**src/rtl/core/tcgw_pkg.sv**
```systemverilog
`timescale 1ns / 1ps

package tcgw_pkg;

   // glyph cell geometry
   localparam int unsigned GLYPH_ROWS = 16;
   localparam int unsigned GLYPH_COLS = 8;

   // field widths
   localparam int unsigned OFFSET_W = 26;
   localparam int unsigned MUL_B_W  = 13;
   localparam int unsigned POS_W    = 9;
   localparam int unsigned DIM_W    = 12;
   localparam int unsigned PB_W     = 3;
   localparam int unsigned COLOR_W  = 24;
   localparam int unsigned CSR_IDX_W = 2;

   localparam logic [7:0]       NEWLINE_CODE = 8'd10;
   localparam logic [POS_W-1:0] LINE_MAX     = 9'd511;

   // configuration register indexes
   localparam logic [CSR_IDX_W-1:0] CSR_SCREEN_WIDTH  = 2'd0;
   localparam logic [CSR_IDX_W-1:0] CSR_SCREEN_HEIGHT = 2'd1;
   localparam logic [CSR_IDX_W-1:0] CSR_PIXEL_BYTES   = 2'd2;
   localparam logic [CSR_IDX_W-1:0] CSR_FG_COLOR      = 2'd3;

   // operands of the shared multiply-add unit: a * b + c
   typedef struct packed {
      logic [OFFSET_W-1:0] a;
      logic [MUL_B_W-1:0]  b;
      logic [OFFSET_W-1:0] c;
   } mac_op_type;

endpackage

```
**src/rtl/core/tcgw_mac.sv**
```systemverilog
`timescale 1ns / 1ps

module tcgw_mac
   import tcgw_pkg::*;
(
   input  mac_op_type          op,
   output logic [OFFSET_W-1:0] result
);

   logic [OFFSET_W+MUL_B_W-1:0] prod;

   // product and sum taken modulo the offset range
   always_comb begin
      prod   = op.a * {{OFFSET_W{1'b0}}, op.b};
      result = prod[OFFSET_W-1:0] + op.c;
   end

endmodule

```
**src/rtl/core/text_console_glyph_writer_core.sv**
```systemverilog
`timescale 1ns / 1ps
// A taken character passes through ST_LIN, ST_BASE and ST_STEP to ST_EMIT, which
// loads one row write per cycle while rsp_tready is high, 16 in all. Input is
// taken only in idle; a newline does not leave idle, and a suppressed character
// goes straight to ST_EMIT. One shared multiply-add unit forms the base offset
// and row stride in three steps and then steps through the rows.
// Reset (synchronous): cursor to column 0, line 0, registers to 800/600/4/white.

module text_console_glyph_writer_core
   import tcgw_pkg::*;
(
   input  logic           clock,
   input  logic           reset,
   // configuration write port
   input  logic           csr_wr_en,
   input  logic [1:0]     csr_index,
   input  logic [23:0]    csr_wr_data,
   // character input
   input  logic           req_tvalid,
   output logic           req_tready,
   input  logic [135:0]   req_tdata,   // char_code, glyph_upper, glyph_lower
   // row write output
   output logic           rsp_tvalid,
   input  logic           rsp_tready,
   output logic [63:0]    rsp_tdata,   // byte_offset, pixel_mask, fill_color, zero pad
   output logic           rsp_tlast,
   output logic           rsp_tuser    // off_screen
);

   typedef enum logic [2:0] {
      ST_IDLE,
      ST_LIN,
      ST_BASE,
      ST_STEP,
      ST_EMIT
   } state_type;

   // configuration
   logic [DIM_W-1:0]   width_ff,  width_in;
   logic [DIM_W-1:0]   height_ff, height_in;
   logic [PB_W-1:0]    pb_ff,     pb_in;
   logic [COLOR_W-1:0] color_ff,  color_in;

   // cursor and work registers
   state_type           state_ff, state_in;
   logic [POS_W-1:0]    col_ff,  col_in;
   logic [POS_W-1:0]    line_ff, line_in;
   logic [POS_W-1:0]    wcol_ff, wcol_in;
   logic [POS_W-1:0]    wline_ff, wline_in;
   logic                offs_ff, offs_in;
   logic [127:0]        glyph_ff, glyph_in;
   logic [OFFSET_W-1:0] off_ff,  off_in;
   logic [OFFSET_W-1:0] step_ff, step_in;
   logic [3:0]          row_ff,  row_in;

   // output register
   logic                out_valid_ff, out_valid_in;
   logic [OFFSET_W-1:0] out_off_ff,  out_off_in;
   logic [7:0]          out_mask_ff, out_mask_in;
   logic [COLOR_W-1:0]  out_color_ff, out_color_in;
   logic                out_last_ff, out_last_in;
   logic                out_user_ff, out_user_in;

   // shared multiply-add unit
   mac_op_type          mac_op;
   logic [OFFSET_W-1:0] mac_res;

   tcgw_mac u_mac (
      .op     (mac_op),
      .result (mac_res)
   );

   // cursor arithmetic at the input transfer
   logic [POS_W-1:0] cols;
   logic [POS_W-1:0] lines;
   logic             stale;
   logic [POS_W-1:0] eff_col;
   logic [POS_W-1:0] eff_line;
   logic [POS_W:0]   col_inc;
   logic             wrap;
   logic             req_fire;
   logic             slot_free;
   logic [7:0]       char_code;

   always_comb begin
      char_code = req_tdata[7:0];
      cols      = (width_ff[DIM_W-1:3] == '0) ? POS_W'(1) : width_ff[DIM_W-1:3];
      lines     = {1'b0, height_ff[DIM_W-1:4]};
      stale     = (col_ff >= cols);
      eff_col   = stale ? '0 : col_ff;
      eff_line  = (stale && line_ff != LINE_MAX) ? line_ff + POS_W'(1) : line_ff;
      col_inc   = {1'b0, eff_col} + (POS_W+1)'(1);
      wrap      = (col_inc >= {1'b0, cols});
      req_fire  = req_tvalid && req_tready;
      slot_free = !out_valid_ff || rsp_tready;
   end

   // shared unit operand select
   always_comb begin
      mac_op = '{a: '0, b: '0, c: '0};
      case (state_ff)
         ST_LIN: begin
            mac_op.a = OFFSET_W'(width_ff);
            mac_op.b = {wline_ff, 4'd0};
            mac_op.c = OFFSET_W'({wcol_ff, 3'd0});
         end
         ST_BASE: begin
            mac_op.a = off_ff;
            mac_op.b = MUL_B_W'(pb_ff);
         end
         ST_STEP: begin
            mac_op.a = OFFSET_W'(width_ff);
            mac_op.b = MUL_B_W'(pb_ff);
         end
         ST_EMIT: begin
            mac_op.a = step_ff;
            mac_op.b = MUL_B_W'(1);
            mac_op.c = off_ff;
         end
         default: begin
            mac_op = '{a: '0, b: '0, c: '0};
         end
      endcase
   end

   // sequencer next state
   always_comb begin
      width_in     = width_ff;
      height_in    = height_ff;
      pb_in        = pb_ff;
      color_in     = color_ff;
      state_in     = state_ff;
      col_in       = col_ff;
      line_in      = line_ff;
      wcol_in      = wcol_ff;
      wline_in     = wline_ff;
      offs_in      = offs_ff;
      glyph_in     = glyph_ff;
      off_in       = off_ff;
      step_in      = step_ff;
      row_in       = row_ff;
      out_valid_in = out_valid_ff;
      out_off_in   = out_off_ff;
      out_mask_in  = out_mask_ff;
      out_color_in = out_color_ff;
      out_last_in  = out_last_ff;
      out_user_in  = out_user_ff;

      // configuration writes
      if (csr_wr_en) begin
         case (csr_index)
            CSR_SCREEN_WIDTH:  width_in  = csr_wr_data[DIM_W-1:0];
            CSR_SCREEN_HEIGHT: height_in = csr_wr_data[DIM_W-1:0];
            CSR_PIXEL_BYTES:   pb_in     = csr_wr_data[PB_W-1:0];
            CSR_FG_COLOR:      color_in  = csr_wr_data[COLOR_W-1:0];
            default:           width_in  = width_ff;
         endcase
      end

      // output slot drained
      if (out_valid_ff && rsp_tready) begin
         out_valid_in = 1'b0;
      end

      case (state_ff)
         ST_IDLE: begin
            if (req_fire) begin
               if (char_code == NEWLINE_CODE) begin
                  col_in  = '0;
                  line_in = (line_ff != LINE_MAX) ? line_ff + POS_W'(1) : line_ff;
               end else begin
                  wcol_in  = eff_col;
                  wline_in = eff_line;
                  offs_in  = (eff_line >= lines);
                  glyph_in = {req_tdata[71:8], req_tdata[135:72]};
                  row_in   = '0;
                  if (wrap) begin
                     col_in  = '0;
                     line_in = (eff_line != LINE_MAX) ? eff_line + POS_W'(1) : eff_line;
                  end else begin
                     col_in  = col_inc[POS_W-1:0];
                     line_in = eff_line;
                  end
                  state_in = (eff_line >= lines) ? ST_EMIT : ST_LIN;
               end
            end
         end
         ST_LIN: begin
            off_in   = mac_res;
            state_in = ST_BASE;
         end
         ST_BASE: begin
            off_in   = mac_res;
            state_in = ST_STEP;
         end
         ST_STEP: begin
            step_in  = mac_res;
            state_in = ST_EMIT;
         end
         ST_EMIT: begin
            if (slot_free) begin
               out_valid_in = 1'b1;
               if (offs_ff) begin
                  out_off_in   = '0;
                  out_mask_in  = '0;
                  out_color_in = '0;
                  out_last_in  = 1'b1;
                  out_user_in  = 1'b1;
                  state_in     = ST_IDLE;
               end else begin
                  out_off_in   = off_ff;
                  out_mask_in  = glyph_ff[127:120];
                  out_color_in = color_ff;
                  out_last_in  = (row_ff == 4'(GLYPH_ROWS - 1));
                  out_user_in  = 1'b0;
                  off_in       = mac_res;
                  glyph_in     = {glyph_ff[119:0], 8'd0};
                  row_in       = row_ff + 4'd1;
                  if (row_ff == 4'(GLYPH_ROWS - 1)) begin
                     state_in = ST_IDLE;
                  end
               end
            end
         end
         default: begin
            state_in = ST_IDLE;
         end
      endcase
   end

   // state and registered outputs
   always_ff @(posedge clock) begin
      if (reset) begin
         state_ff     <= ST_IDLE;
         width_ff     <= 12'd800;
         height_ff    <= 12'd600;
         pb_ff        <= 3'd4;
         color_ff     <= 24'hFFFFFF;
         col_ff       <= '0;
         line_ff      <= '0;
         out_valid_ff <= 1'b0;
      end else begin
         state_ff     <= state_in;
         width_ff     <= width_in;
         height_ff    <= height_in;
         pb_ff        <= pb_in;
         color_ff     <= color_in;
         col_ff       <= col_in;
         line_ff      <= line_in;
         out_valid_ff <= out_valid_in;
      end
      wcol_ff      <= wcol_in;
      wline_ff     <= wline_in;
      offs_ff      <= offs_in;
      glyph_ff     <= glyph_in;
      off_ff       <= off_in;
      step_ff      <= step_in;
      row_ff       <= row_in;
      out_off_ff   <= out_off_in;
      out_mask_ff  <= out_mask_in;
      out_color_ff <= out_color_in;
      out_last_ff  <= out_last_in;
      out_user_ff  <= out_user_in;
   end

   // ports
   assign req_tready = (state_ff == ST_IDLE);
   assign rsp_tvalid = out_valid_ff;
   assign rsp_tdata  = {6'd0, out_color_ff, out_mask_ff, out_off_ff};
   assign rsp_tlast  = out_last_ff;
   assign rsp_tuser  = out_user_ff;

   // a suppressed character is a single transfer of its own
   assert property (@(posedge clock) disable iff (reset)
      (rsp_tvalid && rsp_tuser) |-> (rsp_tlast && rsp_tdata == 64'd0))
      else $error("suppressed result not a lone zero transfer");

   // a printable character holds off the input side
   assert property (@(posedge clock) disable iff (reset)
      (req_tvalid && req_tready && req_tdata[7:0] != NEWLINE_CODE) |=> !req_tready)
      else $error("input taken while a character is in progress");

   // rows are only produced while the sequencer is emitting
   assert property (@(posedge clock) disable iff (reset)
      (!rsp_tvalid || rsp_tready) && state_ff == ST_LIN |=> !rsp_tvalid)
      else $error("row write appeared during offset setup");

endmodule

```
**config.mk**
```make
export PLATFORM = sky130hd
export DESIGN_NAME = text_console_glyph_writer_core
export DESIGN_NICKNAME = d
export VERILOG_FILES = /design/src/rtl/core/tcgw_pkg.sv /design/src/rtl/core/tcgw_mac.sv /design/src/rtl/core/text_console_glyph_writer_core.sv
export SDC_FILE = /design/constraint.sdc
export NUM_CORES = 1
export LEC_CHECK = 0
export ABC_AREA = 1
export BUFFER_PORTS_ARGS = -buffer_cell sky130_fd_sc_hd__buf_2
export CAP_MARGIN = 30
export CORE_MARGIN = 10
export CORE_UTILIZATION = 55
export CTS_CLUSTER_DIAMETER = 100
export DETAILED_ROUTE_END_ITERATION = 10
export PLACE_DENSITY = 0.75
export REMOVE_ABC_BUFFERS = 1
export SLEW_MARGIN = 15
export SYNTH_ARGS = -nofsm -noshare
export SYNTH_HDL_FRONTEND = slang
export SYNTH_SLANG_ARGS = --single-unit
```
**constraint.sdc**
```tcl
create_clock -name clock -period 9.46 [get_ports clock]
set_input_delay 0.473 -clock clock [delete_from_list [all_inputs] [get_ports clock]]
set_output_delay 0.473 -clock clock [all_outputs]
set_load 0.02 [all_outputs]
```
==> reports/metrics.cfg <==
[floorplanning]
fp-row-count=73
die_area_um2=48900
fp.dieW_um=221
die_y_um=221
coreArea_um2=39900
ioPinCount=235
initial_utilization_pct=55.8

[synth]
synthesis.area_um2=22300
ys_ff_latch=332
ys.flop_type=edfxtp_1
async_reset_ff_share_pct=0
syn_inst=2458
yosysSeqAreaShare_pct=41.7
yosysWarnings=0
netlist-cell-type-count=53
synth_edf_count=263
postSynthAreaPerCell_um2=9.05

[sta]
fmax_mhz=131
grt_setup_unrepaired=false
setup_viol=0
worst_clock_skew_ns=0.0322
final_hold_viol_count=0
worstMarginPinSlew_ns=0.961
period_needed_ns=7.65
period_share_pct=80.9
hold_ws_ns=0.121
relSlewSlack_pct=35.7
final_max_slew_viol_count=0

[clock_network]
cts_tree=built
cts_resized=0
ctsLongestPathBuffers=3
numCtsBuffers=37
clock_latency_ns=0.58
root_buffer=clkbuf_16
postCtsSetupRepairBufs=0
path_clk_slew_ns=0.06
clkSinkCount=332
cts_hold_buf=0
cts_max_level=2

[grt]
antenna_found_initial=2
grt-ovfl-total=0
grt_pass1_vias=17598
grt_usage_pct=22.9
grt_max_degree=93
grt_pass1_wl_um=91400

[job]
drv_cap=0

[min_path]
hp-class=in -> reg

[power_and_ir_drop]
swShare_pct=37.6
power.density_nw_per_um2=234
clkPwrFrac_pct=25.3
comb_power_share_pct=37.0
leakagePower_nw=12.2
ir_drop_mv=0.158
total_power_mw=5.93
intPower_mw=3.70
power_switching_mw=2.23
p_seq_share_pct=37.8

[detailed_routing]
vias_per_cell=5.16
drt_iter0_markers=1414
ant_nets=0
drt-pass1-iter-count=6
drc=0
vias=16852
wl_per_cell_um=17.0
routed_wl_um=55400

[finish]
layout_common_cells=nand2_1 (687), inv_1 (481), edfxtp_1 (263)
finalNetCount=3178
fillers=3314
syn_to_final_growth_pct=14.1
final_common_cell=nand2_1
drive_gt1_share_pct=13.2
num_antenna_cells=0
design_area_um2=25400

[worst_setup_path]
slowest_stage=nor2_1
worstSetupPathType=reg -> reg
crit_fanout=12
critPathMaxStageDelay_ns=0.66
cp.required_ns=9.76
critPathMostFrequentCell=fa_1
crit_path_start_kind=flop
cp_cell_sequence=inv_1 -> nor2_1 -> clkinv_1 -> nor2_1 -> inv_1 -> nor2_1 -> nand2_1 -> fa_1 -> fa_1 -> fa_1 -> fa_1 -> fa_1 -> fa_1 -> inv_1 -> ha_1 -> a21oi_1 -> o21ai_0 -> a211oi_1 -> nand3_1 -> xor2_1 -> xor2_1 -> nand3b_1 -> nand2_1 -> inv_1
critPathArrivalTime_ns=7.96
end_kind=flop

[placement]
placed_area_um2=24100
dp_hpwl_um=42200
io_buffers=228
gp_congestion=0.926

[status]
status=finished, final reports clean

## area by class of cell
class                   instances  area (um2)  share of cell area, %
multi-input cells            1592       11000                   43.2
inverters                     496        1860                   7.35
clock inverters                15         186                  0.735
repair buffers                255        1340                   5.29
clock buffers                  52        1090                   4.31
flip-flops and latches        332        9280                   36.6
well taps                     525         657                   2.59
## power by group through the flow
stage               Sequential (mW)  Clock, mW  Combinational, mW
floorplan                      2.30          0               1.45
global placement               2.26          0               2.10
detailed placement             2.27          0               2.17
CTS                            2.24       1.53               2.19
global route                   2.28       1.59               2.48
finish                         2.24       1.50               2.19
## per-layer routing
metal	GRT usage (%)	wire (um)
met1	28.4	22000
met2	38.4	26900
met3	6.20	4960
met4	6.67	1500
met5	0	7
## worst paths after layout
path                        start            to  slack [ns]  cells past startpoint
hold / removal    csr_wr_data[18]  color_ff[18]        0.12                      3
setup / recovery      state_ff[0]   step_ff[25]        1.81                     24
hold reg to reg          pb_ff[2]      pb_ff[2]        0.47                      2
setup reg to reg      state_ff[0]   step_ff[25]        1.81                     24
## registers in the layout, summed over array words and instances, names as in the netlist, 12 cells and up
signal / count
out_off_ff: 26
glyph_ff: 128
step_ff: 26
off_ff: 26
width_ff: 12
color_ff: 24
out_color_ff: 24
## cell usage after synthesis, types with 2 or more instances
cell type | n | share of area, %
nor4_1 | 3 | 0.084
o211ai_1 | 9 | 0.30
nor2_1 | 175 | 3.0
clkinv_1 | 8 | 0.13
inv_1 | 481 | 8.1
buf_1 | 7 | 0.12
nand2_1 | 689 | 12
buf_2 | 3 | 0.067
nor2_2 | 4 | 0.11
dfxtp_1 | 69 | 6.2
a21o_1 | 3 | 0.10
buf_4 | 6 | 0.20
ha_1 | 107 | 6.0
o21ai_1 | 2 | 0.045
o21ai_2 | 5 | 0.20
o31ai_1 | 2 | 0.067
nor3_1 | 9 | 0.20
nand3_2 | 2 | 0.090
o22ai_1 | 12 | 0.34
inv_2 | 7 | 0.12
a21oi_1 | 96 | 2.2
fa_1 | 190 | 17
xnor2_1 | 21 | 0.83
a211oi_1 | 2 | 0.067
xor2_1 | 22 | 0.87
o21ai_0 | 84 | 1.9
a31oi_1 | 2 | 0.056
nand2_2 | 8 | 0.22
clkbuf_1 | 69 | 1.2
nand4_1 | 16 | 0.45
edfxtp_1 | 263 | 35
conb_1 | 2 | 0.034
nand2_4 | 3 | 0.15
o21bai_1 | 4 | 0.13
o221ai_1 | 7 | 0.28
nor2_4 | 6 | 0.30
nand3_1 | 44 | 0.99
## worst max-delay path, delay by kind of cell, from the launching register on
| kind | cells | cell delay, ns |
|---|---|---|
| xor+xnor | 2 | 0.39 |
| compound gates | 3 | 0.74 |
| simple gates | 7 | 1.81 |
| fa+ha+maj | 7 | 3.40 |
| buf+inv | 5 | 0.67 |
| flops | 1 | 0.36 |
## cell families after synthesis
kind of cell / after synthesis / synth area share [%]
other cells: 2 / 0.0337
xor+xnor: 43 / 1.69
simple gates: 967 / 17.5
fa+ha+maj: 297 / 23.1
flops: 332 / 41.7
compound gates: 234 / 5.89
buf+inv: 583 / 10.0
## per-stage QoR
stage          cells  utilization (%)  TNS, ns  setup WS [ns]
6_report        3267             63.6        0           1.81
5_1_grt         3267             63.6        0           1.38
4_1_cts         3267             63.6        0           1.91
3_5_place_dp    3200             60.4        0           1.97
3_3_place_gp    3200             60.4        0           2.09
2_1_floorplan   2420                -   -74.13          -2.39
No activity file was read; power rests on OpenSTA's default activity.
